File: config.mk
export PLATFORM = sky130hd
export DESIGN_NAME = i64alu_front
export DESIGN_NICKNAME = d
export VERILOG_FILES = /design/src/rtl/core/i64alu_pkg.sv /design/src/rtl/core/i64alu_front.sv
export SDC_FILE = /design/constraint.sdc
export NUM_CORES = 1
export LEC_CHECK = 0
export BUFFER_PORTS_ARGS = -buffer_cell sky130_fd_sc_hd__buf_2
export CAP_MARGIN = 10
export CORE_AREA = 2 2 114 116
export DETAILED_ROUTE_END_ITERATION = 12
export DIE_AREA = 0 0 116 118
export GPL_TIMING_DRIVEN = 0
export PLACE_DENSITY = 0.4
export SYNTH_ARGS = -nofsm -noshare
export SYNTH_HDL_FRONTEND = slang
export SYNTH_SLANG_ARGS = --single-unit
File: constraint.sdc
create_clock -name vclk -period 1.33
set_clock_uncertainty 0.1 [all_clocks]
set_input_delay 0.266 -clock vclk [all_inputs]
set_output_delay 0.266 -clock vclk [all_outputs]
set_load 0.01 [all_outputs]
File: src/rtl/core/i64alu_pkg.sv
// ============================================================================
// i64alu_pkg
// Shared types and constants for the 64-bit integer ALU: operation codes,
// decoded control word and the items carried by the internal queues.
// ============================================================================
package i64alu_pkg;

    localparam int FIELD_W         = 64;
    localparam int OP_W            = 5;
    localparam int COUNT_W         = 8;
    localparam int DATA_WIDTH_DEF  = 64;
    localparam int QUEUE_DEPTH_DEF = 4;
    localparam int OUT_DEPTH_DEF   = 2;
    localparam int MUL_CHUNK       = 32;

    typedef enum logic [OP_W-1:0] {
        OP_ADD  = 5'd0,
        OP_SUB  = 5'd1,
        OP_MUL  = 5'd2,
        OP_AND  = 5'd3,
        OP_OR   = 5'd4,
        OP_XOR  = 5'd5,
        OP_SHL  = 5'd6,
        OP_LSHR = 5'd7,
        OP_ASHR = 5'd8,
        OP_NEG  = 5'd9,
        OP_ABS  = 5'd10,
        OP_INC  = 5'd11,
        OP_DEC  = 5'd12,
        OP_EQ   = 5'd13,
        OP_NE   = 5'd14,
        OP_LT   = 5'd15,
        OP_GT   = 5'd16,
        OP_LE   = 5'd17,
        OP_GE   = 5'd18,
        OP_SIGN = 5'd19
    } op_t;

    typedef enum logic [2:0] {
        UNIT_ADD,
        UNIT_MUL,
        UNIT_LOGIC,
        UNIT_SHIFT,
        UNIT_CMP,
        UNIT_SIGN,
        UNIT_ZERO
    } unit_t;

    typedef enum logic [1:0] {
        RHS_B,
        RHS_ONE,
        RHS_A
    } rhs_t;

    typedef enum logic [1:0] {
        NEG_NEVER,
        NEG_ALWAYS,
        NEG_IF_A_NEG
    } neg_t;

    typedef enum logic [1:0] {
        LOP_AND,
        LOP_OR,
        LOP_XOR
    } logic_op_t;

    typedef enum logic [1:0] {
        SHK_SHL,
        SHK_LSHR,
        SHK_ASHR
    } shift_kind_t;

    typedef enum logic [2:0] {
        CMP_EQ,
        CMP_NE,
        CMP_LT,
        CMP_GT,
        CMP_LE,
        CMP_GE
    } cmp_t;

    typedef struct packed {
        unit_t       unit;
        logic        lhs_zero;
        rhs_t        rhs;
        neg_t        neg;
        logic_op_t   lop;
        shift_kind_t shk;
        cmp_t        cmp;
    } ctrl_t;

    typedef struct packed {
        ctrl_t                     ctrl;
        logic signed [FIELD_W-1:0] operand_a;
        logic signed [FIELD_W-1:0] operand_b;
        logic signed [COUNT_W-1:0] shift_count;
    } work_t;

    typedef struct packed {
        logic signed [FIELD_W-1:0] result_value;
        logic                      compare_flag;
    } result_t;

endpackage

File: src/rtl/core/i64alu_front.sv
// ============================================================================
// i64alu_front
// Input side: takes items and decodes the operation code into a control
// word for the execution pipeline.
// ============================================================================
module i64alu_front (
    input  logic                                    push,
    output logic                                    full,
    input  logic [i64alu_pkg::OP_W-1:0]             req_type,
    input  logic signed [i64alu_pkg::FIELD_W-1:0]   operand_a,
    input  logic signed [i64alu_pkg::FIELD_W-1:0]   operand_b,
    input  logic signed [i64alu_pkg::COUNT_W-1:0]  shift_count,
    output logic                                    q_push,
    output i64alu_pkg::work_t                       q_item,
    input  logic                                    q_full
);

    i64alu_pkg::ctrl_t ctrl;

    assign full   = q_full;
    assign q_push = push;

    always_comb
    begin
        ctrl.unit     = i64alu_pkg::UNIT_ZERO;
        ctrl.lhs_zero = 1'b0;
        ctrl.rhs      = i64alu_pkg::RHS_B;
        ctrl.neg      = i64alu_pkg::NEG_NEVER;
        ctrl.lop      = i64alu_pkg::LOP_AND;
        ctrl.shk      = i64alu_pkg::SHK_SHL;
        ctrl.cmp      = i64alu_pkg::CMP_EQ;
        case (i64alu_pkg::op_t'(req_type))
            i64alu_pkg::OP_ADD:
            begin
                ctrl.unit = i64alu_pkg::UNIT_ADD;
            end
            i64alu_pkg::OP_SUB:
            begin
                ctrl.unit = i64alu_pkg::UNIT_ADD;
                ctrl.neg  = i64alu_pkg::NEG_ALWAYS;
            end
            i64alu_pkg::OP_MUL:  ctrl.unit = i64alu_pkg::UNIT_MUL;
            i64alu_pkg::OP_AND:
            begin
                ctrl.unit = i64alu_pkg::UNIT_LOGIC;
                ctrl.lop  = i64alu_pkg::LOP_AND;
            end
            i64alu_pkg::OP_OR:
            begin
                ctrl.unit = i64alu_pkg::UNIT_LOGIC;
                ctrl.lop  = i64alu_pkg::LOP_OR;
            end
            i64alu_pkg::OP_XOR:
            begin
                ctrl.unit = i64alu_pkg::UNIT_LOGIC;
                ctrl.lop  = i64alu_pkg::LOP_XOR;
            end
            i64alu_pkg::OP_SHL:
            begin
                ctrl.unit = i64alu_pkg::UNIT_SHIFT;
                ctrl.shk  = i64alu_pkg::SHK_SHL;
            end
            i64alu_pkg::OP_LSHR:
            begin
                ctrl.unit = i64alu_pkg::UNIT_SHIFT;
                ctrl.shk  = i64alu_pkg::SHK_LSHR;
            end
            i64alu_pkg::OP_ASHR:
            begin
                ctrl.unit = i64alu_pkg::UNIT_SHIFT;
                ctrl.shk  = i64alu_pkg::SHK_ASHR;
            end
            i64alu_pkg::OP_NEG:
            begin
                ctrl.unit     = i64alu_pkg::UNIT_ADD;
                ctrl.lhs_zero = 1'b1;
                ctrl.rhs      = i64alu_pkg::RHS_A;
                ctrl.neg      = i64alu_pkg::NEG_ALWAYS;
            end
            i64alu_pkg::OP_ABS:
            begin
                ctrl.unit     = i64alu_pkg::UNIT_ADD;
                ctrl.lhs_zero = 1'b1;
                ctrl.rhs      = i64alu_pkg::RHS_A;
                ctrl.neg      = i64alu_pkg::NEG_IF_A_NEG;
            end
            i64alu_pkg::OP_INC:
            begin
                ctrl.unit = i64alu_pkg::UNIT_ADD;
                ctrl.rhs  = i64alu_pkg::RHS_ONE;
            end
            i64alu_pkg::OP_DEC:
            begin
                ctrl.unit = i64alu_pkg::UNIT_ADD;
                ctrl.rhs  = i64alu_pkg::RHS_ONE;
                ctrl.neg  = i64alu_pkg::NEG_ALWAYS;
            end
            i64alu_pkg::OP_EQ:
            begin
                ctrl.unit = i64alu_pkg::UNIT_CMP;
                ctrl.cmp  = i64alu_pkg::CMP_EQ;
            end
            i64alu_pkg::OP_NE:
            begin
                ctrl.unit = i64alu_pkg::UNIT_CMP;
                ctrl.cmp  = i64alu_pkg::CMP_NE;
            end
            i64alu_pkg::OP_LT:
            begin
                ctrl.unit = i64alu_pkg::UNIT_CMP;
                ctrl.cmp  = i64alu_pkg::CMP_LT;
            end
            i64alu_pkg::OP_GT:
            begin
                ctrl.unit = i64alu_pkg::UNIT_CMP;
                ctrl.cmp  = i64alu_pkg::CMP_GT;
            end
            i64alu_pkg::OP_LE:
            begin
                ctrl.unit = i64alu_pkg::UNIT_CMP;
                ctrl.cmp  = i64alu_pkg::CMP_LE;
            end
            i64alu_pkg::OP_GE:
            begin
                ctrl.unit = i64alu_pkg::UNIT_CMP;
                ctrl.cmp  = i64alu_pkg::CMP_GE;
            end
            i64alu_pkg::OP_SIGN: ctrl.unit = i64alu_pkg::UNIT_SIGN;
            default:             ctrl.unit = i64alu_pkg::UNIT_ZERO;
        endcase
    end

    always_comb
    begin
        q_item.ctrl        = ctrl;
        q_item.operand_a   = operand_a;
        q_item.operand_b   = operand_b;
        q_item.shift_count = shift_count;
    end

endmodule

# Word-level counts from Yosys, hierarchy flattened
# Index checks and enable logic that the tools add are counted.
# totals
register_bits,0
in_bits,143
out_inout_bits,153
word_cells,34
# classes
eq_ne,19
n_mux,7
reduce_logical,8
# op_table
op,count
"equality test 5 x 4 -> 1 bit, second input constant",8
"equality test 5 x 3 -> 1 bit, second input constant",4
"equality test 5 bit, second input constant",4
case mux 3 bit (6 select lines),1
case mux 2 bit (2 select lines),4
case mux 3 bit (5 select lines),1
OR reduction 6 bit,2
"equality test 5 x 2 -> 1 bit, second input constant",2
OR reduction 3 bit,3
"equality test 5 x 1 -> 1 bit, second input constant",1
logical NOT 5 bit,1
OR reduction 2 bit,2
two-way mux 1 bit,1

# Longest topological paths before layout
# Gate-level depths: netlist of the first run.
# depth
word_depth,3
ltp_mapped,4
mapped_depth_nobuf,3

# Worst setup path after synthesis of the first run
# OpenSTA, ideal clock, no wires.
# synth_timing
path_kind,in2out
from,in req_type[2] (netlist bit)
to,out q_item[140] (netlist bit)
arrival_ns,0.958
required_ns,0.964
setup_slack_ns,0.006
path_stages,3
n_path_buf,1
path_cell_list,buf_2 > nand2b_1 > nor4_1
# synth_rtl
element,line,rtl
start: declaration,i64alu_front.sv:9,"input logic [i64alu_pkg::OP_W-1:0] req_type,"
end: declaration,i64alu_front.sv:14,"output i64alu_pkg::work_t q_item,"

==> flow_metrics.env, run 1 <==
export IMPL_status="finished, violations left"
export IMPL_violations="setup timing"
export IMPL_max_stage_delay_ns=0.17
export IMPL_grt_pass1_vias=1411
export IMPL_finalNetCount=493
export IMPL_vias_per_cell=3.06
export IMPL_core_area_um2=12400
export IMPL_path_cells="buf_8, buf_6, and2b_1, a32oi_2, o32ai_2, buf_4"
export IMPL_die_w_um=116
export IMPL_leakagePower_nw=1.53
export IMPL_core_rowCount=41
export IMPL_drt_iter0_markers=27
export IMPL_setup_slack_ns=-0.137
export IMPL_die_h_um=118
export IMPL_pin_count=296
export IMPL_finalCritPeriodShare=1.10
export IMPL_crit_cells=6
export IMPL_clkPwrFrac=0
export IMPL_switching_power_w=0.000338
export IMPL_drc_errors=0
export IMPL_overflow=0
export IMPL_dr_total_vias=1590
export IMPL_top_layer="met4"
export IMPL_syn_inst=179
export IMPL_ys_seq_area_frac=0
export IMPL_setup_viol=8
export IMPL_hold_path_class="in -> out"
export IMPL_worstPathMaxFanout=7
export IMPL_slowest_stage="and2b_1"
export IMPL_worstPathArrival_ns=1.10
export IMPL_detail_route_wl_per_cell_um=9.77
export IMPL_max_cap_violations=0
export IMPL_hold_viol_final=0
export IMPL_syn_cell_area_um2=1290
export IMPL_min_path_cells=2
export IMPL_syn2layout_area_growth_pct=106
export IMPL_cpLargestDelayFamily="buffers and inverters"
export IMPL_clock_fmax_mhz=682
export IMPL_criticalPathCategory="in -> out"
export IMPL_flops_and_latches=0
export IMPL_grt_start_max_net_pins=11
export IMPL_powerDensity_nw_per_um2=324
export IMPL_antenna_found_initial=0
export IMPL_ir_worst_vdd_mv=0.150
export IMPL_grt_pass1_wl_mm=6.72
export IMPL_postRouteAntennaNets=0
export IMPL_initial_core_util=0.104
export IMPL_max_slew_margin_rel=0.848
export IMPL_worstMarginPinSlew_ns=0.228
export IMPL_drv_slew=0
export IMPL_place_hpwl_mm=4.48
export IMPL_setup_tns_ns=-0.600
export IMPL_seqPwrFrac=0
export IMPL_num_antenna_cells=0
export IMPL_period_needed_ns=1.47
export IMPL_dr_pass1_iters=5
export IMPL_dr_wl_met2_mm=2.76
export IMPL_required_ns=0.96
export IMPL_crit_buf_inv=3
export IMPL_internal_power_w=0.000522
export IMPL_fp_dieArea_um2=13700
export IMPL_worst_setup_path_end_kind="primary output"
export IMPL_pwr_share_comb=1.000
export IMPL_swShare=0.393
export IMPL_yosys_warnings=0
export IMPL_numPortBuffers=158
export IMPL_hold_path_end="q_item[88]"
export IMPL_rsz0062_at_grt="yes"
export IMPL_drive_gt1_frac=0.948
export IMPL_place_ws_ns=-0.227
export IMPL_hp_start="operand_a[16]"
export IMPL_syn_num_nets=322
export IMPL_startpoint_type="input pin"
export IMPL_routed_wl_mm=5.08
export IMPL_wl_met3_um=787
export IMPL_yosysUniqueCellTypes=20
export IMPL_met1_length_mm=1.45
export IMPL_seq_area_um2=0
export IMPL_syn_avg_cell_area_um2=7.20
export IMPL_gp_congestion=0.770
export IMPL_grtUsageTotal=0.0594
export IMPL_mostFrequentLayoutCells="buf_4, buf_2, buf_6, nor3_2"
export IMPL_clkbuf_count=0
-- final cells by class --
cell class                 instances  area, um^2
buffer                           143        1110
fill                            1417        9760
multi-input combinational         36         340
tap                              172         215
timing repair buffer             169         987
-- stage by stage --
stage	utilization	std cells	total power, W	hold slack [ns]	area, um^2
floorplan	-	179	0.000495	0.524	1290
global placement	0.185	509	0.000749	0.618	2290
detailed placement	0.185	509	0.000750	0.616	2290
CTS	0.205	517	0.000833	0.616	2550
global route	0.214	520	0.000924	0.618	2650
finish	0.214	520	0.000860	0.615	2650
-- kinds of logic (layout without fill, tap and decap cells) --
family | after synthesis | after routing | synth area share
xor+xnor | 1 | 1 | 0.00680
compound gates | 10 | 10 | 0.0486
simple gates | 25 | 25 | 0.115
buf+inv | 143 | 312 | 0.830
-- layer usage --
metal	track usage	vias up
li1	-	768
met1	0.0540	668
met2	0.124	150
met3	0.0185	4
met4	0.0104	0
met5	0	-
-- synth_stat cells (all sizes together) --
library cell,count,area (um^2)
buf,143,1070
nor3,6,30.0
nand2b,5,31.3
a21oi,4,20.0
and2b,3,22.5
nor2,3,11.3
nor3b,2,15.0
nor4,2,12.5
o21ai,2,10.0
a32oi,1,8.76
nand3,1,5.00
nand3b,1,7.51
nand4,1,6.26
nor2b,1,6.26
o211ai,1,7.51
o31ai,1,7.51
o32ai,1,8.76
xnor2,1,8.76
-- power by group through the flow --
stage	clock network, W	logic, W	registers, W
2_1_floorplan	0	0.000495	0
4_1_cts	0	0.000833	0
6_report	0	0.000860	0
5_1_grt	0	0.000924	0
3_5_place_dp	0	0.000750	0
3_3_place_gp	0	0.000749	0
-- how the worst max path moves through the flow --
| stage | startpoint | endpoint | slack (ns) |
|---|---|---|---|
| final | req_type[3] | q_item[148] | -0.14 |
| after global routing | req_type[3] | q_item[148] | -0.20 |
| after CTS | req_type[3] | q_item[148] | -0.14 |
| after detailed placement | req_type[4] | q_item[137] | -0.23 |
| after global placement | req_type[3] | q_item[143] | -0.18 |
| after floorplan | req_type[2] | q_item[140] | 0.006 |
-- what timing repair did --
action | CTS | global route
cloned | 2 | 0
setup buffers | 6 | 3
pin swaps | 9 | 8
gates resized for setup | 38 | 20
hold buffers | 0 | 0
hold endpoints to repair | 0 | 0
setup endpoints to repair | 14 | 15
Power figures use the tool's default switching activity.
==> inputs of run 2 (changes only) <==
--- a/config.mk
+++ b/config.mk
@@ -12,6 +12,7 @@
 export DIE_AREA = 0 0 116 118
 export GPL_TIMING_DRIVEN = 0
 export PLACE_DENSITY = 0.4
+export REMOVE_ABC_BUFFERS = 1
 export SYNTH_ARGS = -nofsm -noshare
 export SYNTH_HDL_FRONTEND = slang
 export SYNTH_SLANG_ARGS = --single-unit
==> run 2 against run 1 <==
  * The flow still finishes with violations (setup timing)
  * Worst setup slack better by 0.031 ns
  * Sequential cell count unchanged
  * Combinational power fell by 76%
  * Power down 76%
  * Via count decreased by 49%
  * Count of clock-buffer cells in the layout unchanged
  * Critical path depth unchanged
  * Maximum frequency up 2.2%
==> flow_metrics.env, run 2 (same netlist as run 1, synthesis figures left out) <==
export IMPL_stdcell_area_um2=828
export IMPL_slowest_stage="a32oi_2"
export IMPL_violations="setup timing"
export IMPL_num_antenna_cells=0
export IMPL_die_w_um=116
export IMPL_met1_length_mm=1.15
export IMPL_power_w=0.000205
export IMPL_seq_area_um2=0
export IMPL_worstPathMaxFanout=5
export IMPL_core_area_um2=12400
export IMPL_max_stage_delay_ns=0.19
export IMPL_grtUsageTotal=0.270
export IMPL_numPortBuffers=20
export IMPL_dr_wl_met2_mm=11.1
export IMPL_routed_wl_mm=19.6
export IMPL_mostFrequentLayoutCells="buf_2, buf_12, buf_4, a21oi_2"
export IMPL_postCtsHoldBufs=0
export IMPL_status="finished, violations left"
export IMPL_leakagePower_nw=0.271
export IMPL_finalNetCount=210
export IMPL_flops_and_latches=0
export IMPL_period_needed_ns=1.44
export IMPL_max_slew_margin_rel=0.868
export IMPL_dr_total_vias=808
export IMPL_core_rowCount=41
export IMPL_gp_congestion=1.16
export IMPL_wl_met3_mm=6.20
export IMPL_overflow=0
export IMPL_grt_start_max_net_pins=16
export IMPL_grt_pass1_wl_mm=20.7
export IMPL_worstPathArrival_ns=1.07
export IMPL_fp_dieArea_um2=13700
export IMPL_place_ws_ns=-0.418
export IMPL_detail_route_wl_per_cell_um=82.5
export IMPL_initial_core_util=0.104
export IMPL_powerDensity_nw_per_um2=247
export IMPL_rsz0062_at_grt="yes"
export IMPL_drc_errors=0
export IMPL_setup_viol=4
export IMPL_required_ns=0.96
export IMPL_finalCritPeriodShare=1.08
export IMPL_mostFrequentLayoutCell="buf_2"
export IMPL_worst_setup_path_end_kind="primary output"
export IMPL_drv_slew=0
export IMPL_ir_worst_vdd_mv=0.164
export IMPL_antenna_found_initial=0
export IMPL_path_cells="buf_12, nor2b_4, buf_6, a32oi_2, o32ai_2, buf_2"
export IMPL_startpoint_type="input pin"
export IMPL_postRouteAntennaNets=0
export IMPL_drive_gt1_frac=0.769
export IMPL_dr_pass1_iters=4
export IMPL_grt_pass1_vias=602
export IMPL_setup_slack_ns=-0.105
export IMPL_syn2layout_area_growth_pct=-35.7
export IMPL_max_cap_violations=0
export IMPL_worstMarginPinSlew_ns=0.196
export IMPL_clkbuf_count=0
export IMPL_clock_fmax_mhz=697
export IMPL_dpl_cell_area_um2=534
export IMPL_die_h_um=118
export IMPL_pin_count=296
export IMPL_top_layer="met4"
export IMPL_vias_per_cell=3.41
export IMPL_drt_iter0_markers=73
export IMPL_hold_viol_final=0
export IMPL_criticalPathCategory="in -> out"
export IMPL_hold_path_class="in -> out"
export IMPL_place_hpwl_mm=18.8
[run 2: changes by cell type in the layout (fill, tap and decap cells not counted), moves of 3 or more]
cell     previous run  this run
buf_4             149         6
buf_2             149        15
buf_6               6         1
a21oi_1             3         0
a21oi_2             1         4
nor3_1              0         3
nor3_2              5         2
[run 2: what timing repair did]
| action | CTS | global route |
|---|---|---|
| resized for setup | 28 | 19 |
| endpoints found under the setup margin | 13 | 12 |
| gates cloned | 0 | 1 |
| pin swaps | 8 | 9 |
| setup buffers | 6 | 2 |
[run 2: final timing paths]
path,slack (ns),cells past startpoint,start,end
worst max-delay path,-0.11,6,req_type[4],q_item[148]
worst min-delay path,0.43,0,operand_b[8],q_item[16]
[run 2: stage by stage]
step           instances  TNS (ns)  hold WS [ns]    util
3_5_place_dp         228     -2.33         0.432  0.0430
3_3_place_gp         228     -2.24         0.432  0.0430
6_report             237    -0.252         0.432  0.0667
4_1_cts              234    -0.278         0.432  0.0547
2_1_floorplan         36         0         0.432       -
5_1_grt              237    -0.583         0.432  0.0667
[run 2: worst max-delay path: cells and delay by family]
kind	cells	cell delay, ns
AO/OA/AOI/OAI	2	0.30
buffers and inverters	3	0.38
AND/OR/NAND/NOR	1	0.12
[run 2: final cells by class]
cell class                      count  area [um^2]
Fill cell                        1496        11600
Multi-Input combinational cell     36          337
Timing Repair Buffer               29          277
Tap cell                          172          215
[run 2: metal layers]
metal | vias to the layer above | GRT usage
li1 | 202 | -
met1 | 285 | 0.0400
met2 | 283 | 0.541
met3 | 38 | 0.409
met4 | 0 | 0.119
met5 | - | 0
[run 2: power by group]
group	internal, W	switching [W]
combinational	0.000105	0.000100
clock	0	0
sequential	0	0
==> inputs of run 3 (changes only) <==
--- a/config.mk
+++ b/config.mk
@@ -7,12 +7,11 @@
 export LEC_CHECK = 0
 export BUFFER_PORTS_ARGS = -buffer_cell sky130_fd_sc_hd__buf_2
 export CAP_MARGIN = 10
-export CORE_AREA = 2 2 114 116
+export CORE_AREA = 2 2 116 118
 export DETAILED_ROUTE_END_ITERATION = 12
-export DIE_AREA = 0 0 116 118
+export DIE_AREA = 0 0 118 120
 export GPL_TIMING_DRIVEN = 0
-export PLACE_DENSITY = 0.4
-export REMOVE_ABC_BUFFERS = 1
+export PLACE_DENSITY = 0.39
 export SYNTH_ARGS = -nofsm -noshare
 export SYNTH_HDL_FRONTEND = slang
 export SYNTH_SLANG_ARGS = --single-unit
==> constraint.sdc (replaced) <==
create_clock -name vclk -period 1.8
set_clock_uncertainty 0.1 [all_clocks]
set_input_delay 0.36 -clock vclk [all_inputs]
set_output_delay 0.36 -clock vclk [all_outputs]
set_load 0.01 [all_outputs]
==> run 3 against run 2 <==
  * Worst setup slack improved by 0.16 ns
  * Critical endpoint is now q_item[140]
  * Sequential share of layout area did not move
  * Largest power group unchanged
  * Final area rose to 2.8 times the previous value
  * Via count rose by 93%
  * The run now ends clean
  * Combinational power rose to 2.7 times the previous value
==> flow_metrics.env, run 3 (same netlist as run 1, synthesis figures left out) <==
export IMPL_clock_fmax_mhz=572
export IMPL_worstPathArrival_ns=1.29
export IMPL_stdcell_area_um2=2300
export IMPL_hold_path_class="in -> out"
export IMPL_leakagePower_nw=1.39
export IMPL_hold_viol_final=0
export IMPL_max_cap_violations=0
export IMPL_antenna_found_initial=0
export IMPL_crit_cells=5
export IMPL_grt_start_max_net_pins=11
export IMPL_period_needed_ns=1.75
export IMPL_dr_pass1_iters=4
export IMPL_required_ns=1.34
export IMPL_drc_errors=0
export IMPL_mostFrequentLayoutCells="buf_2, buf_4, nand2b_1, nor3_1, a21oi_1"
export IMPL_initial_core_util=0.0993
export IMPL_pin_count=296
export IMPL_finalCritPeriodShare=0.971
export IMPL_startpoint_type="input pin"
export IMPL_dr_total_vias=1556
export IMPL_seq_area_um2=0
export IMPL_fp_dieArea_um2=14200
export IMPL_drive_gt1_frac=0.896
export IMPL_numPortBuffers=158
export IMPL_criticalPathCategory="in -> out"
export IMPL_flops_and_latches=0
export IMPL_hp_start="operand_a[42]"
export IMPL_crit_path_start="req_type[2]"
export IMPL_worstPathMaxFanout=10
export IMPL_core_area_um2=13000
export IMPL_powerDensity_nw_per_um2=237
export IMPL_overflow=0
export IMPL_finalNetCount=482
export IMPL_routed_wl_mm=4.48
export IMPL_crit_buf_inv=3
export IMPL_crit_end="q_item[140]"
export IMPL_place_hpwl_mm=4.24
export IMPL_vias_per_cell=3.03
export IMPL_crit_top_cell="buf_2"
export IMPL_grt_pass1_vias=1338
export IMPL_path_cells="buf_2, buf_2, nand2b_1, nor4_1, buf_2"
export IMPL_power_w=0.000546
export IMPL_ir_worst_vdd_mv=0.0978
export IMPL_detail_route_wl_per_cell_um=8.73
export IMPL_num_antenna_cells=0
export IMPL_worstMarginPinSlew_ns=0.253
export IMPL_status="finished, final reports clean"
export IMPL_grtUsageTotal=0.0527
export IMPL_dpl_cell_area_um2=2300
export IMPL_setup_tns_ns=0
export IMPL_max_slew_margin_rel=0.830
export IMPL_syn2layout_area_growth_pct=78.8
export IMPL_gp_congestion=0.715
export IMPL_grt_pass1_wl_mm=6.27
export IMPL_drv_slew=0
export IMPL_setup_viol=0
export IMPL_worst_setup_path_end_kind="primary output"
export IMPL_post_cts_setup_buffers=0
export IMPL_postRouteAntennaNets=0
export IMPL_clkbuf_count=0
export IMPL_slowest_stage="nand2b_1"
export IMPL_die_h_um=120
export IMPL_mostFrequentLayoutCell="buf_2"
export IMPL_core_rowCount=42
export IMPL_cpLargestDelayFamily="buffers and inverters"
export IMPL_rsz0062_at_grt="yes"
export IMPL_die_w_um=118
export IMPL_max_stage_delay_ns=0.22
export IMPL_fin_util=0.178
export IMPL_drt_iter0_markers=86
run 3: repair_timing:
action                                  4_1_cts  5_1_grt
gates resized for setup                       0        1
endpoints found under the hold margin         0        0
endpoints found under the setup margin        0        1
hold buffers                                  0        0
run 3: report_power, final:
part / internal (W) / leakage, nW / switching (W)
logic: 0.000325 / 1.39 / 0.000222
clock network: 0 / 0 / 0
registers: 0 / 0 / 0
run 3: worst min-delay path by stage:
stage,slack (ns),cells after the start,to
finish,0.80,2,q_item[114]
global route,0.81,2,q_item[101]
CTS,0.80,2,q_item[69]
detailed placement,0.80,2,q_item[69]
global placement,0.81,2,q_item[57]
floorplan,0.71,1,full
run 3: per-layer routing:
metal,share of wire,GRT usage,up-vias
li1,-,-,744
met1,0.29,0.0507,646
met2,0.55,0.110,166
met3,0.16,0.0209,0
met4,0,0,0
met5,0,0,-
run 3: cell type report:
type / count / area (um^2)
fill: 1495 / 10700
timing repair buffer: 158 / 791
buffer: 143 / 1070
tap: 176 / 220
multi-input combinational: 36 / 224
run 3: through the flow:
step,instances,hold WS (ns),setup WS (ns)
floorplan,179,0.712,0.288
global placement,513,0.806,0.0881
detailed placement,513,0.804,0.0617
CTS,513,0.804,0.0595
global route,513,0.806,-0.00518
finish,513,0.803,0.0525
