$ cat src/rtl/core/i64alu_fifo.sv
// ============================================================================
// i64alu_fifo
// Small register FIFO used between the front and back ends and on the
// result side.
// ============================================================================
module i64alu_fifo #(
    parameter int WIDTH = 8,
    parameter int DEPTH = 4
) (
    input  logic             clk,
    input  logic             rst_n,
    input  logic             wr_en,
    input  logic [WIDTH-1:0] wr_data,
    output logic             full,
    input  logic             rd_en,
    output logic [WIDTH-1:0] rd_data,
    output logic             empty
);

    localparam int PTR_W = (DEPTH > 1) ? $clog2(DEPTH) : 1;
    localparam int CNT_W = $clog2(DEPTH + 1);

    logic [WIDTH-1:0] mem_reg [DEPTH];
    logic [PTR_W-1:0] wr_ptr_reg, wr_ptr_next;
    logic [PTR_W-1:0] rd_ptr_reg, rd_ptr_next;
    logic [CNT_W-1:0] count_reg, count_next;
    logic             do_wr, do_rd;

    assign full    = (count_reg == CNT_W'(DEPTH));
    assign empty   = (count_reg == '0);
    assign do_wr   = wr_en && !full;
    assign do_rd   = rd_en && !empty;
    assign rd_data = mem_reg[rd_ptr_reg];

    always_comb
    begin
        wr_ptr_next = wr_ptr_reg;
        rd_ptr_next = rd_ptr_reg;
        count_next  = count_reg;
        if (do_wr)
        begin
            wr_ptr_next = (wr_ptr_reg == PTR_W'(DEPTH - 1)) ? '0 : wr_ptr_reg + 1'b1;
        end
        if (do_rd)
        begin
            rd_ptr_next = (rd_ptr_reg == PTR_W'(DEPTH - 1)) ? '0 : rd_ptr_reg + 1'b1;
        end
        if (do_wr && !do_rd)
        begin
            count_next = count_reg + 1'b1;
        end
        else if (do_rd && !do_wr)
        begin
            count_next = count_reg - 1'b1;
        end
    end

    always_ff @(posedge clk or negedge rst_n)
    begin
        if (!rst_n)
        begin
            wr_ptr_reg <= '0;
            rd_ptr_reg <= '0;
            count_reg  <= '0;
        end
        else
        begin
            wr_ptr_reg <= wr_ptr_next;
            rd_ptr_reg <= rd_ptr_next;
            count_reg  <= count_next;
        end
    end

    always_ff @(posedge clk)
    begin
        if (do_wr)
        begin
            mem_reg[wr_ptr_reg] <= wr_data;
        end
    end

endmodule

$ cat config.mk
export PLATFORM = sky130hd
export DESIGN_NAME = i64alu_fifo
export DESIGN_NICKNAME = d
export VERILOG_FILES = /design/src/rtl/core/i64alu_fifo.sv
export SDC_FILE = /design/constraint.sdc
export NUM_CORES = 1
export LEC_CHECK = 0
export BUFFER_PORTS_ARGS = -buffer_cell sky130_fd_sc_hd__buf_2
export CAP_MARGIN = 0
export CORE_AREA = 2 2 84 86
export DETAILED_ROUTE_END_ITERATION = 10
export DIE_AREA = 0 0 86 88
export PLACE_DENSITY = 0.4
export SLEW_MARGIN = 20
export SYNTH_ARGS = -nofsm -noshare
export SYNTH_HDL_FRONTEND = slang
export SYNTH_SLANG_ARGS = --single-unit
$ cat constraint.sdc
create_clock -name clk -period 5.8 [get_ports clk]
set_input_delay 1.16 -clock clk [delete_from_list [all_inputs] [get_ports clk]]
set_output_delay 1.16 -clock clk [all_outputs]
set_load 0.05 [all_outputs]
# Word-level counts from Yosys, hierarchy flattened
# Memory sizes are Yosys's and may differ from the RTL's.
# Index checks and enable logic that the tools add are counted.
# word_totals
inputBits,12
wordCells,27
regBits,7
n_memories,1
ramBits,32
# memory_table
name,words,word_bits,read_ports,rd_ports_with_merged_regs,wr,line_no,source
mem_reg,4,8,1,0,1,23,logic [WIDTH-1:0] mem_reg [DEPTH];
# classes
n_reduce_logical,10
addsub,4
eq_ne,3
mux,6
# op_table
op,count
$mux W3,2
$add A2 B1 Y2 const B,2
$eq A2 B2 Y1 const B,2
$logic_and A1 B1 Y1,4
$logic_not A1 Y1,4
$mux W2,2
$add A3 B1 Y3 const B,1
$eq A3 B3 Y1 const B,1
$logic_not A3 Y1,1
$sub A3 B1 Y3 const B,1
$mux W1,2
$reduce_bool A2 Y1,1

# Depth between registers and ports, before layout
# Gate-level depths: netlist of run 1.
# logic_depth
word_depth,7
mapped_depth,9
mapped_depth_nobuf,8

# Worst setup path before layout of run 1
# No wires, ideal clock.
# synth_path
path_kind,flip-flop to flip-flop
start,reg count_reg[0]
end,reg count_reg[2]
path_stages_with_launch,9
period_less_slack_ns,2.991
slack_ns,2.809
t_arrival_ns,2.912
required_ns,5.721
cell_sequence,dfrtp_1 > nor3_1 > nand2b_4 > ha_1 > inv_1 > fa_1 > xor2_1 > nor2_1 > xor2_1
# synth_via
elab_chain_cells,6
word_cells_on_any_way,15
cone_classes,add/sub: 2; eq/ne: 1; mux: 2; reduce/logical: 10
# synth_lines
element,line_no,source
from (decl),26,"logic [CNT_W-1:0] count_reg, count_next;"
from (signal assigned),70,count_reg <= count_next;
$logic_not A3 Y1 (*),30,assign empty = (count_reg == '0);
via empty,17,output logic empty
$logic_not A1 Y1 (*),32,assign do_rd = rd_en && !empty;
$logic_and A1 B1 Y1 (*),32,
$logic_not A1 Y1,48,if (do_wr && !do_rd)
$logic_and A1 B1 Y1,48,
$mux W3 or $reduce_bool A2 Y1 (tied branches),n/a,
# Mark *: on every way through the listed nets, which the timed path passes. The rest lies on a longest branch. The select of a mux whose other input is x is not followed.
# A chain may end at the register's enable or synchronous reset.

# Worst setup path after layout of run 1
# layout_path
start,reg rd_ptr_reg[0]
end,out rd_data[2]
# layout_via
elab_chain_cells,1
# layout_lines
element,line_no,source
from (decl),25,"logic [PTR_W-1:0] rd_ptr_reg, rd_ptr_next;"
from (signal assigned),69,rd_ptr_reg <= rd_ptr_next;
$mem_v2 Z4 W8,n/a,
to (decl),16,"output logic [WIDTH-1:0] rd_data,"
# No other way between the ends.

==> results.md, run 1 <==
STA:
- At the pin with the least slew margin, the transition time is ~670 ps.
- Setup repair after global routing left no endpoint under its margin.
- The clock tree skew after final layout is roughly 4.9 ps.
- The final count of pins violating max slew came to 0.
- The maximum clock frequency is 328 MHz.
- The final critical-path required period is about 3000 ps.
- The max-slew headroom at the worst pin is 55.2%.
- The number of hold violations in the final report was 0.
- Setup total negative slack on the finished layout was measured at 0 ps.
- The final-report setup violation count is 0.
- Dividing the final minimum period by the clock period gives between 50% and 60%.

Synthesis:
- The number of warning messages in the yosys log is 0.
- The post-synth net total is a little under 100.
- In this run, synthesis produced a sequential element count of 39.
- The synthesized netlist occupies a cell area of between 1500 and 2000 µm².
- The cell count after synthesis is 79.
- The cell type with the largest total area after synthesis is sky130_fd_sc_hd__edfxtp_1.
- By area the synthesized netlist is led by sky130_fd_sc_hd__edfxtp_1 (59%), sky130_fd_sc_hd__mux4_2 (11%), sky130_fd_sc_hd__dfrtp_1 (11%).
- After synthesis, the netlist uses 19 different library cells.
- The area share of the leading cell type in the synthesized netlist is 59.3%.
- The post-synthesis sequential area ratio is approximately 70%.
- After synthesis, the mean cell area works out to roughly 21 µm².

Global route:
- The via count of the first global-routing pass is 851.
- The total track usage is 8.47%.
- The number of antenna violations at the first check in global routing is 0.
- For this run the aggregate overflow at the end of global routing stands at 0.
- The largest net degree at the start of global routing is 13.
- The first global-routing pass estimated ~4.5 mm of wire.

Worst setup path:
- The critical path in this run is classified as flop to output port.
- At the worst endpoint, the arrival time is 1890 ps.
- The worst setup path is captured at an output port.
- The worst setup path is launched from a flop.
- The maximum fanout count along the critical path is 11.
- The required time at the worst-slack endpoint is 4640 ps.

Clock network:
- TritonCTS built the clock tree.
- The TritonCTS buffer count is 5.
- Clock-pin slew was measured on the worst setup and hold paths at 80 ps.
- The number of gates resized after CTS was 0.
- The clock reaches the later pin of the worst-skew pair after between 200 and 300 ps.
- The clock drives 39 sinks.
- The maximum root-to-sink buffer count is 2.
- The buffer count from post-CTS setup fixing is 0.
- The master cell of the clock root buffer is sky130_fd_sc_hd__clkbuf_8.
- The hold buffer count at CTS is 0.
- The H-tree was split into 2 levels.

Placed design:
- The congestion estimate from routability-driven global placement came to between 0.6 and 0.7.
- The standard cell area after detailed placement is roughly 1800 µm².
- The count of buffers from port buffering is 21.

Final layout:
- The number of antenna diodes in the final layout is 0.
- The commonest non-fill, non-tap cell in the layout is sky130_fd_sc_hd__edfxtp_1.
- The share of cells above drive strength 1 is 45.7%.
- The library cells used most frequently in the layout, excluding fill and tap cells, are sky130_fd_sc_hd__edfxtp_1 (32), sky130_fd_sc_hd__buf_2 (21), sky130_fd_sc_hd__mux4_2 (8), sky130_fd_sc_hd__dfrtp_1 (7), sky130_fd_sc_hd__ha_1 (6).
- The cell area after layout is roughly 1900 µm².
- The number of flip-flops under the largest register name is 32.
- The filler cell count in the final layout is about 650.
- The area added between synthesis and finish is 18.1%.
- The final layout net count is 123.

Floorplanning:
- For this configuration, the core starts out at a cell density of 24.4%.
- The die height is about 90 µm.
- The I/O pin count is 22.
- The core box area is 6640 µm².
- The number of rows in the core area is 30.
- The area enclosed by the die boundary is approximately 7600 µm².
- From left edge to right edge, the die measures 86 µm.

Route:
- The first detailed-routing pass took 4 iterations.
- The routed wire length per instance is about 16 µm.
- The detailed router finished its first iteration with 37 violations.
- The detailed router placed about 760 vias in this run.
- For this block, the routed nets add up to just under 3 mm of wire.
- After detailed routing, the number of remaining DRC violations is 0.
- Using the TritonRoute via totals, the vias-per-cell ratio works out to around 4.
- The count of antenna-violating nets left after detailed routing is 0.

Power:
- The leakage power figure is roughly 0.71 nW.
- Across the VDD grid, the largest voltage drop is between 0.0001 and 0.00015 V.
- In this run the power density over the cells is 570 nW/µm².

Worst hold path:
- The class of the most critical hold timing path is flop to flop.

Job:
- Across the run, the number of max-cap violations was 0.

Run status:
- The run finished with clean final reports.
## cell usage after synthesis
library cell and instances:
sky130_fd_sc_hd__nor3_1 1, sky130_fd_sc_hd__fa_1 1, sky130_fd_sc_hd__nand2b_4 1, sky130_fd_sc_hd__mux2_2 3, sky130_fd_sc_hd__nor2_1 3, sky130_fd_sc_hd__edfxtp_1 32
sky130_fd_sc_hd__mux2_4 2, sky130_fd_sc_hd__xor2_1 2, sky130_fd_sc_hd__and2_2 4, sky130_fd_sc_hd__inv_1 3, sky130_fd_sc_hd__ha_1 6, sky130_fd_sc_hd__buf_2 1
sky130_fd_sc_hd__mux4_2 8, sky130_fd_sc_hd__nor3b_4 1, sky130_fd_sc_hd__nor2b_2 1, sky130_fd_sc_hd__xnor2_1 1, sky130_fd_sc_hd__buf_1 1, sky130_fd_sc_hd__dfrtp_1 7
sky130_fd_sc_hd__buf_6 1
## critical path, stage by stage (launching register included)
cell and delay (ps):
sky130_fd_sc_hd__dfrtp_1 780, sky130_fd_sc_hd__mux4_2 590, sky130_fd_sc_hd__buf_2 230
## path summary, 6_finish.rpt
| path | slack (ps) | depth (start not counted) | endpoint | startpoint |
|---|---|---|---|---|
| max | 2750 | 2 | rd_data[2] | rd_ptr_reg[0] |
| min | 510 | 1 | count_reg[2] | count_reg[2] |
| max reg2reg | 3760 | 8 | count_reg[2] | count_reg[2] |
| min reg2reg | 510 | 1 | count_reg[2] | count_reg[2] |
| max in group asynchronous | 4940 | 1 | rd_ptr_reg[0] | rst_n |
| min in group asynchronous | 700 | 1 | count_reg[2] | rst_n |
## kinds of logic (layout without fill, tap and decap cells)
family / count (synthesis) / count (layout) / share of synthesized area, %
xor gates and xnor gates: 3 / 3 / 1.62
muxes: 13 / 13 / 15.1
and+or+nand+nor: 11 / 11 / 5.41
DFF: 39 / 39 / 70.1
buffers and inverters: 6 / 32 / 1.93
adders and majority gates: 7 / 7 / 5.87
## power by group
part / switching, W / leakage, nW / internal, W / total (W)
sequential: 0.0000738 / 0.375 / 0.000379 / 0.000453
clock: 0.0000924 / 0.0556 / 0.000126 / 0.000218
combinational: 0.000256 / 0.278 / 0.000163 / 0.000419
total: 0.000422 / 0.709 / 0.000668 / 0.00109
## layer usage
| layer | up-vias | global-route usage [%] | share of wire, % |
|---|---|---|---|
| met5 | - | 0 | 0 |
| met4 | 0 | 3.46 | 1.6 |
| met3 | 6 | 3.11 | 4.5 |
| met2 | 21 | 15.6 | 51 |
| met1 | 385 | 8.64 | 42 |
| li1 | 349 | - | - |
## per-stage QoR
step	std cells	hold WS (ps)	setup WS, ps	util, %	total power (W)
after floorplan	79	464	2810	-	0.000791
after global placement	177	485	3050	27.2	0.000876
after detailed placement	177	500	3020	27.2	0.000888
final	185	511	2750	28.8	0.00109
after global routing	185	558	2630	28.8	0.00115
after CTS	185	515	2700	28.8	0.00111
## area by class of cell
| class | instances | area, µm² | area share [%] |
|---|---|---|---|
| Tap cell | 80 | 100 | 5.23 |
| Inverter | 3 | 11.3 | 0.589 |
| Timing Repair Buffer | 21 | 105 | 5.49 |
| Clock buffer | 5 | 68.8 | 3.60 |
| Sequential cell | 39 | 1140 | 59.4 |
| Multi-Input combinational cell | 34 | 453 | 23.7 |
| Clock inverter | 3 | 38.8 | 2.03 |
Power figures use the tool's default switching activity.
==> inputs of run 2 (changes only) <==
--- a/config.mk
+++ b/config.mk
@@ -10,7 +10,7 @@
 export CORE_AREA = 2 2 84 86
 export DETAILED_ROUTE_END_ITERATION = 10
 export DIE_AREA = 0 0 86 88
-export PLACE_DENSITY = 0.4
+export PLACE_DENSITY = 0.42
 export SLEW_MARGIN = 20
 export SYNTH_ARGS = -nofsm -noshare
 export SYNTH_HDL_FRONTEND = slang
==> constraint.sdc (replaced) <==
create_clock -name clk -period 2.6 [get_ports clk]
set_input_delay 0.52 -clock clk [delete_from_list [all_inputs] [get_ports clk]]
set_output_delay 0.52 -clock clk [all_outputs]
set_load 0.05 [all_outputs]
==> run 2 against run 1 <==
Compared with the run above:
- clock-buffer cell count is 1 higher
- register-to-register slack worse by 3200 ps
- clock skew grew 6.0 ps
- sequential power grew 120%
- clock power grew 76%
- setup slack worse by 2500 ps
- non-clock buffer count unchanged
- via count fell by 1.3%
- core utilization shrank 0.26 points
- flip-flop and latch count unchanged
==> results.md, run 2 (synthesis gave the netlist of run 1 again) <==
Floorplanning:
- The core box area is ~6600 µm².
- Pin placement for this block handled 22 I/O pins.
- The horizontal extent of the die is 86 µm.
- The die height is roughly 90 µm.
- The die covers around 7600 µm².
- Once the floorplan was initialized, standard cells occupied around a quarter of the core.
- Row generation in the floorplan step produced 30 rows.

Route:
- The first detailed-routing pass took 4 iterations.
- The final routed wirelength across all metal layers is 2.57 mm.
- After the first detailed-routing iteration, the DRC count stood at 61.
- The mean number of vias per cell is around 4.1.
- The number of design rule violations left after detail routing is 0.
- The final route contains 751 vias.
- The count of antenna-violating nets left after detailed routing is 0.
- In the final routed layout, each cell accounts on average for ~14 µm.

Run status:
- The flow ran to the end, and the final reports show no timing, DRC or antenna violations.

Worst setup path:
- Traced cell by cell, the critical path runs through mux4_2 -> buf_2.
- In this run the critical register-to-register path is launched from count_reg[2].
- The logic depth of the worst register-to-register path is 8.
- The endpoint of the lowest-slack register-to-register path is count_reg[2].
- In this run the register-to-register setup slack is 570 ps.
- Along the worst path, the maximum fanout reaches 11.
- The startpoint type of the worst setup path is a flop.
- The longest individual stage delay on the worst path is 730 ps.
- For the worst setup path, the data required time is 2080 ps.
- The worst setup path is captured at an output port.
- The slowest stage cell on the critical path is sky130_fd_sc_hd__dfrtp_1.
- STA puts the critical path data arrival time at around 1800 ps.
- The worst setup path is of the flop to output port kind.

Clock network:
- The maximum root-to-sink buffer count is 2.
- Counting the buffers created by CTS gives 5.
- The buffer count from post-CTS setup fixing is 0.
- The tree is rooted in a sky130_fd_sc_hd__clkbuf_8.
- TritonCTS built the clock tree.
- The maximum level of the CTS H-tree is 2.
- In this run, post-CTS repair resized a total of 0 instances.
- The hold buffer count at CTS is 0.
- At the later pin of the worst-skew pair, clock insertion delay measures between 200 and 300 ps.
- Clock-pin slew was measured on the worst setup and hold paths at 80 ps.
- The clock sink count is 39.

STA:
- The number of hold violations in the final report was 0.
- The clock tree skew after final layout is roughly 11 ps.
- The worst path uses 90.0% of the clock period.
- The final critical-path required period is 2340 ps.
- The setup total negative slack is 0 ps.
- Across all setup checks in the final design, the least slack found is between 200 and 300 ps.
- The final-report setup violation count is 0.
- Setup repair after global routing left no endpoint under its margin.
- The final count of pins violating max slew is 0.
- For the pin with the worst max-slew slack, the measured transition is about 600 ps.
- The max-slew headroom at the worst pin is roughly three fifths.
- Based on the critical path, the design can be clocked at up to between 400 and 500 MHz.

Global route:
- The largest net degree at the start of global routing is 13.
- The number of antenna violations at the first check in global routing was 0.
- The via count of the first global-routing pass came to between 800 and 900.
- The first-pass GRT wire length is approximately 4.2 mm.
- Global routing used under 10% of the available tracks.
- Summed over all layers, the global routing overflow is 0.

Final layout:
- The area added between synthesis and finish is 17.0%.
- For this run, the post-layout net count is 123.
- The library cell used most frequently in the layout, excluding fill and tap cells, is sky130_fd_sc_hd__edfxtp_1.
- The cell area after layout is 1900 µm².
- The antenna diode count is 0.
- Once layout is complete, the utilization of the core stands at 28.5%.
- In the final layout, the share of cells above drive strength 1 is ~47%.
- In the layout the commonest cells are sky130_fd_sc_hd__edfxtp_1 (32), sky130_fd_sc_hd__buf_2 (21), sky130_fd_sc_hd__mux4_2 (8), sky130_fd_sc_hd__dfrtp_1 (7), sky130_fd_sc_hd__ha_1 (6).
- The register with the most flip-flops in the layout has 32 of them.

Power:
- The power share of the combinational group is roughly two fifths.
- The clock network is responsible for 16.5% of the overall power.
- In this run the power density over the cells is 1220 nW/µm².
- VDD sags by at most 0.000348 V.
- Summed over all nets, the switching power comes to approximately 0.00092 W.
- Net switching is between 30% and 40% of the power.
- The cell internal power dissipation is approximately 0.0014 W.
- Per report_power, the sequential group accounts for between 40 and 50% of the total.
- For this design the static power due to leakage is 0.696 nW.

Job:
- Across the run, the number of max-cap violations was 0.

Placed design:
- The worst setup timing slack at the placement stage is approximately 500 ps.
- The final weighted congestion of routability-driven global placement is approximately 0.64.
- Port buffering added 21 buffers.
- The standard cell area after detailed placement is about 1800 µm².
- Detailed placement finished with a half-perimeter wire length of around 1.8 mm.

Worst hold path:
- The class of the most critical hold timing path is primary input to asynchronous set/reset pin.
[run 2: worst max-delay path by stage]
stage                              from      endpoint  slack [ps]  cells after the start
after floorplan            count_reg[1]  count_reg[2]         120                      8
after global placement    rd_ptr_reg[0]    rd_data[0]         500                      2
after detailed placement  rd_ptr_reg[0]    rd_data[0]         510                      2
after CTS                 rd_ptr_reg[0]    rd_data[0]         200                      2
after global routing      rd_ptr_reg[0]    rd_data[0]         110                      2
final                     rd_ptr_reg[0]    rd_data[4]         260                      2
[run 2: power by group through the flow]
stage	Combinational, W	Sequential, W	Clock, W
2_1_floorplan	0.000842	0.000928	0
3_3_place_gp	0.000936	0.00102	0
3_5_place_dp	0.000957	0.00102	0
4_1_cts	0.000959	0.00101	0.000398
5_1_grt	0.00101	0.00103	0.000423
6_report	0.000936	0.00100	0.000383
[run 2: metrics by stage]
step	total power [W]	cells	hold slack [ps]
finish	0.00232	185	58.2
global route	0.00247	185	64.5
CTS	0.00237	185	61.5
detailed placement	0.00198	177	377
global placement	0.00195	177	371
floorplan	0.00177	79	224
[run 2: metal layers]
metal / up-vias / track usage (%) / wire length [µm]
met5: - / 0 / 0
met4: 0 / 3.03 / 9
met3: 2 / 2.83 / 137
met2: 19 / 12.3 / 1280
met1: 382 / 9.66 / 1140
li1: 348 / - / -
[run 2: final cells by class]
class,instances,area (µm²)
clock inverters,2,12.5
flip-flops and latches,39,1140
multi-input cells,34,458
fillers,656,4750
well taps,80,100
inverters,3,11.3
clock buffers,6,72.6
repair buffers,21,105
[run 2: critical path, delay by kind of cell, from the launching register on]
family	cells	cell delay (ps)
mux	1	580
flops	1	730
buf+inv	1	230
==> inputs of run 3 (changes only) <==
--- a/config.mk
+++ b/config.mk
@@ -10,7 +10,7 @@
 export CORE_AREA = 2 2 84 86
 export DETAILED_ROUTE_END_ITERATION = 10
 export DIE_AREA = 0 0 86 88
-export PLACE_DENSITY = 0.42
+export PLACE_DENSITY = 0.37
 export SLEW_MARGIN = 20
 export SYNTH_ARGS = -nofsm -noshare
 export SYNTH_HDL_FRONTEND = slang
==> constraint.sdc (replaced) <==
create_clock -name clk -period 2.4 [get_ports clk]
set_input_delay 0.48 -clock clk [delete_from_list [all_inputs] [get_ports clk]]
set_output_delay 0.48 -clock clk [all_outputs]
set_load 0.05 [all_outputs]
==> run 3 against run 2 <==
Compared with the run above:
- combinational power grew 9%
- global-route usage rose by 0.091 points
- critical endpoint is now rd_data[7]
- clock power is 63% higher
==> results.md, run 3 (synthesis gave the netlist of run 1 again) <==
Worst hold path:
- The min-delay analysis places its worst path in the category primary input to asynchronous set/reset pin.

STA:
- Headroom to the max-slew limit came out at between 70% and 80%.
- Setup repair after global routing left no endpoint under its margin.
- The final critical-path required period is between 2000 and 2500 ps.
- The number of hold violations in the final report is 0.
- The portion of the clock cycle consumed by the worst path in the final layout is around 88%.
- The maximum clock frequency is approximately 470 MHz.
- The clock arrives with ~4.5 ps of skew.
- The final-report setup violation count is 0.
- At the pin with the least slew margin, the transition time is 447 ps.
- In the final timing run, aggregate negative setup slack is 0 ps.
- The final count of pins violating max slew is 0.

Route:
- The detailed-router iteration count before antenna repair is 4.
- After detailed routing, the number of remaining DRC violations is 0.
- The count of antenna-violating nets left after detailed routing is 0.
- The mean number of vias per cell is a little over 4.
- The violation count after the first detailed-routing iteration is 22.
- The final routed wirelength across all metal layers is 2.65 mm.
- The routed layout has between 700 and 800 vias.
- Dividing the detail-routed wire length by the instance count gives approximately 14 µm.

Power:
- The switching power as a share of total power is between 30% and 40%.
- For this design the ratio of total power to cell area is about 1400 nW/µm².
- The design draws approximately 0.0027 W.
- In this run the power spent charging and discharging nets is approximately 0.0010 W.
- The clock network accounts for 22.8% of the total power.
- IR analysis of the VDD net gives a maximum drop of 0.000355 V.
- The share of total power dissipated in combinational logic is between 30 and 40%.
- Cell internal power was estimated by the tool at 0.00173 W.
- The share of total power dissipated in sequential elements is roughly two fifths.
- The leakage power figure is ~0.72 nW.

Final layout:
- The total area of multi-input combinational cells is roughly 460 µm².
- In the final design database the tool counted about 120 nets.
- The commonest non-fill, non-tap cell in the layout is sky130_fd_sc_hd__edfxtp_1.
- The core occupancy in the finished layout is a little under 30%.
- In the layout the commonest cells are sky130_fd_sc_hd__edfxtp_1 (32), sky130_fd_sc_hd__buf_2 (21), sky130_fd_sc_hd__mux4_2 (8), sky130_fd_sc_hd__ha_1 (6), sky130_fd_sc_hd__dfrtp_1 (6).
- Compared with the post-synthesis result, the final layout area differs by 20.4%.
- The antenna diode count is 0.
- The post-route netlist has a little under half of its cells at a drive strength greater than 1.
- The number of flip-flops under the largest register name is 32.
- Registers take 1140 µm².
- The filler cell count in the final layout is 647.

Clock network:
- The H-tree generated during clock tree synthesis spans 2 levels.
- The tree is rooted in a sky130_fd_sc_hd__clkbuf_8.
- The source-to-sink clock delay at the later pin of the worst-skew pair is 280 ps.
- The longest clock path from root to sink contains 2 buffers.
- Clock-pin slew was measured on the worst setup and hold paths at approximately 70 ps.
- The tree built by TritonCTS fans out to 39 sinks.
- In this run, CTS created clock tree buffers numbering 5.
- In this run the post-CTS setup repair buffer count came out at 0.
- The clock tree from TritonCTS is yes.

Global route:
- The largest net degree at the start of global routing is 13.
- Global routing finished with a remaining overflow of 0.
- The number of antenna violations at the first check in global routing was 0.
- The first global-routing pass estimated ~4.1 mm of wire.
- Global routing used 7.82% of the available tracks across all layers.
- The via count of the first global-routing pass is 814.

Worst setup path:
- The worst-case register-to-register setup slack is approximately 300 ps.
- The startpoint type of the worst setup path is a flop.
- The worst setup path is of the flop to output port kind.
- STA puts the critical path data required time at 1920 ps.
- The arrival time reported for the critical path endpoint is 1630 ps.
- In this run the worst path has a maximum fanout of 11.
- STA classifies the critical path endpoint as an output port.

Placed design:
- Once detailed placement completed, the half-perimeter wirelength came to ~1.9 mm.
- The count of buffers from port buffering is 21.
- Routability-driven placement finished with a final weighted congestion of around 0.74.

Job:
- Across the run, the number of max-cap violations was 0.

Floorplanning:
- The horizontal extent of the die is about 86 µm.
- The number of rows in the core area is 30.
- For this configuration, the core starts out at a cell density of between 20% and 30%.
- The core box area is about 6600 µm².
- The area enclosed by the die boundary is between 7000 and 8000 µm².
- The die is about 88 µm tall.
- 22 I/O pins were placed.

Run status:
- The flow ran to the end, and the final reports show no timing, DRC or antenna violations.
==> run 3: what timing repair did <==
item                       CTS  global route
hold buffers                 0             0
gates resized for setup      0             1
setup endpoints to repair    0             8
==> run 3: path summary, 6_finish.rpt <==
path	start	end	cells past startpoint
worst max-delay path	rd_ptr_reg[0]	rd_data[7]	2
worst max register to register	count_reg[2]	count_reg[2]	8
max in group asynchronous	rst_n	rd_ptr_reg[0]	1
worst min register to register	count_reg[2]	count_reg[2]	1
worst min-delay path	rst_n	count_reg[0]	1
min in group clk	wr_data[1]	mem_reg[0][1]	1
==> run 3: worst max-delay path: stages (launching register included) <==
cell and delay (ps):
sky130_fd_sc_hd__dfrtp_2 580, sky130_fd_sc_hd__mux4_2 540, sky130_fd_sc_hd__buf_2 220
==> run 3: final cells by class <==
type                       count  share of cell area, %
clock buffer                   6                   3.72
clock inverter                 2                   3.08
inverter                       3                  0.577
multi-input combinational     34                   23.8
sequential                    39                   58.3
tap                           80                   5.13
timing repair buffer          21                   5.39
==> run 3: stage by stage <==
step,area (µm²),instances,setup WS [ps],hold WS [ps]
floorplan,1630,79,124,184
finish,1950,185,294,18.7
CTS,1950,185,14.2,9.60
global route,1950,185,122,9.98
global placement,1820,177,330,331
detailed placement,1820,177,325,327
==> run 3: metal layers <==
metal	vias up	part of all wire [%]	GRT usage, %
met5	-	0	0
met4	0	0.87	3.90
met3	2	4.7	3.58
met2	15	52	13.0
met1	382	42	8.49
li1	350	-	-
==> run 3: power groups by stage <==
stage,combinational (W),clock (W),sequential [W]
floorplan,0.000915,0,0.00101
global placement,0.00102,0,0.00111
detailed placement,0.00103,0,0.00112
CTS,0.00103,0.000646,0.00111
global route,0.00110,0.000668,0.00113
finish,0.00102,0.000625,0.00110
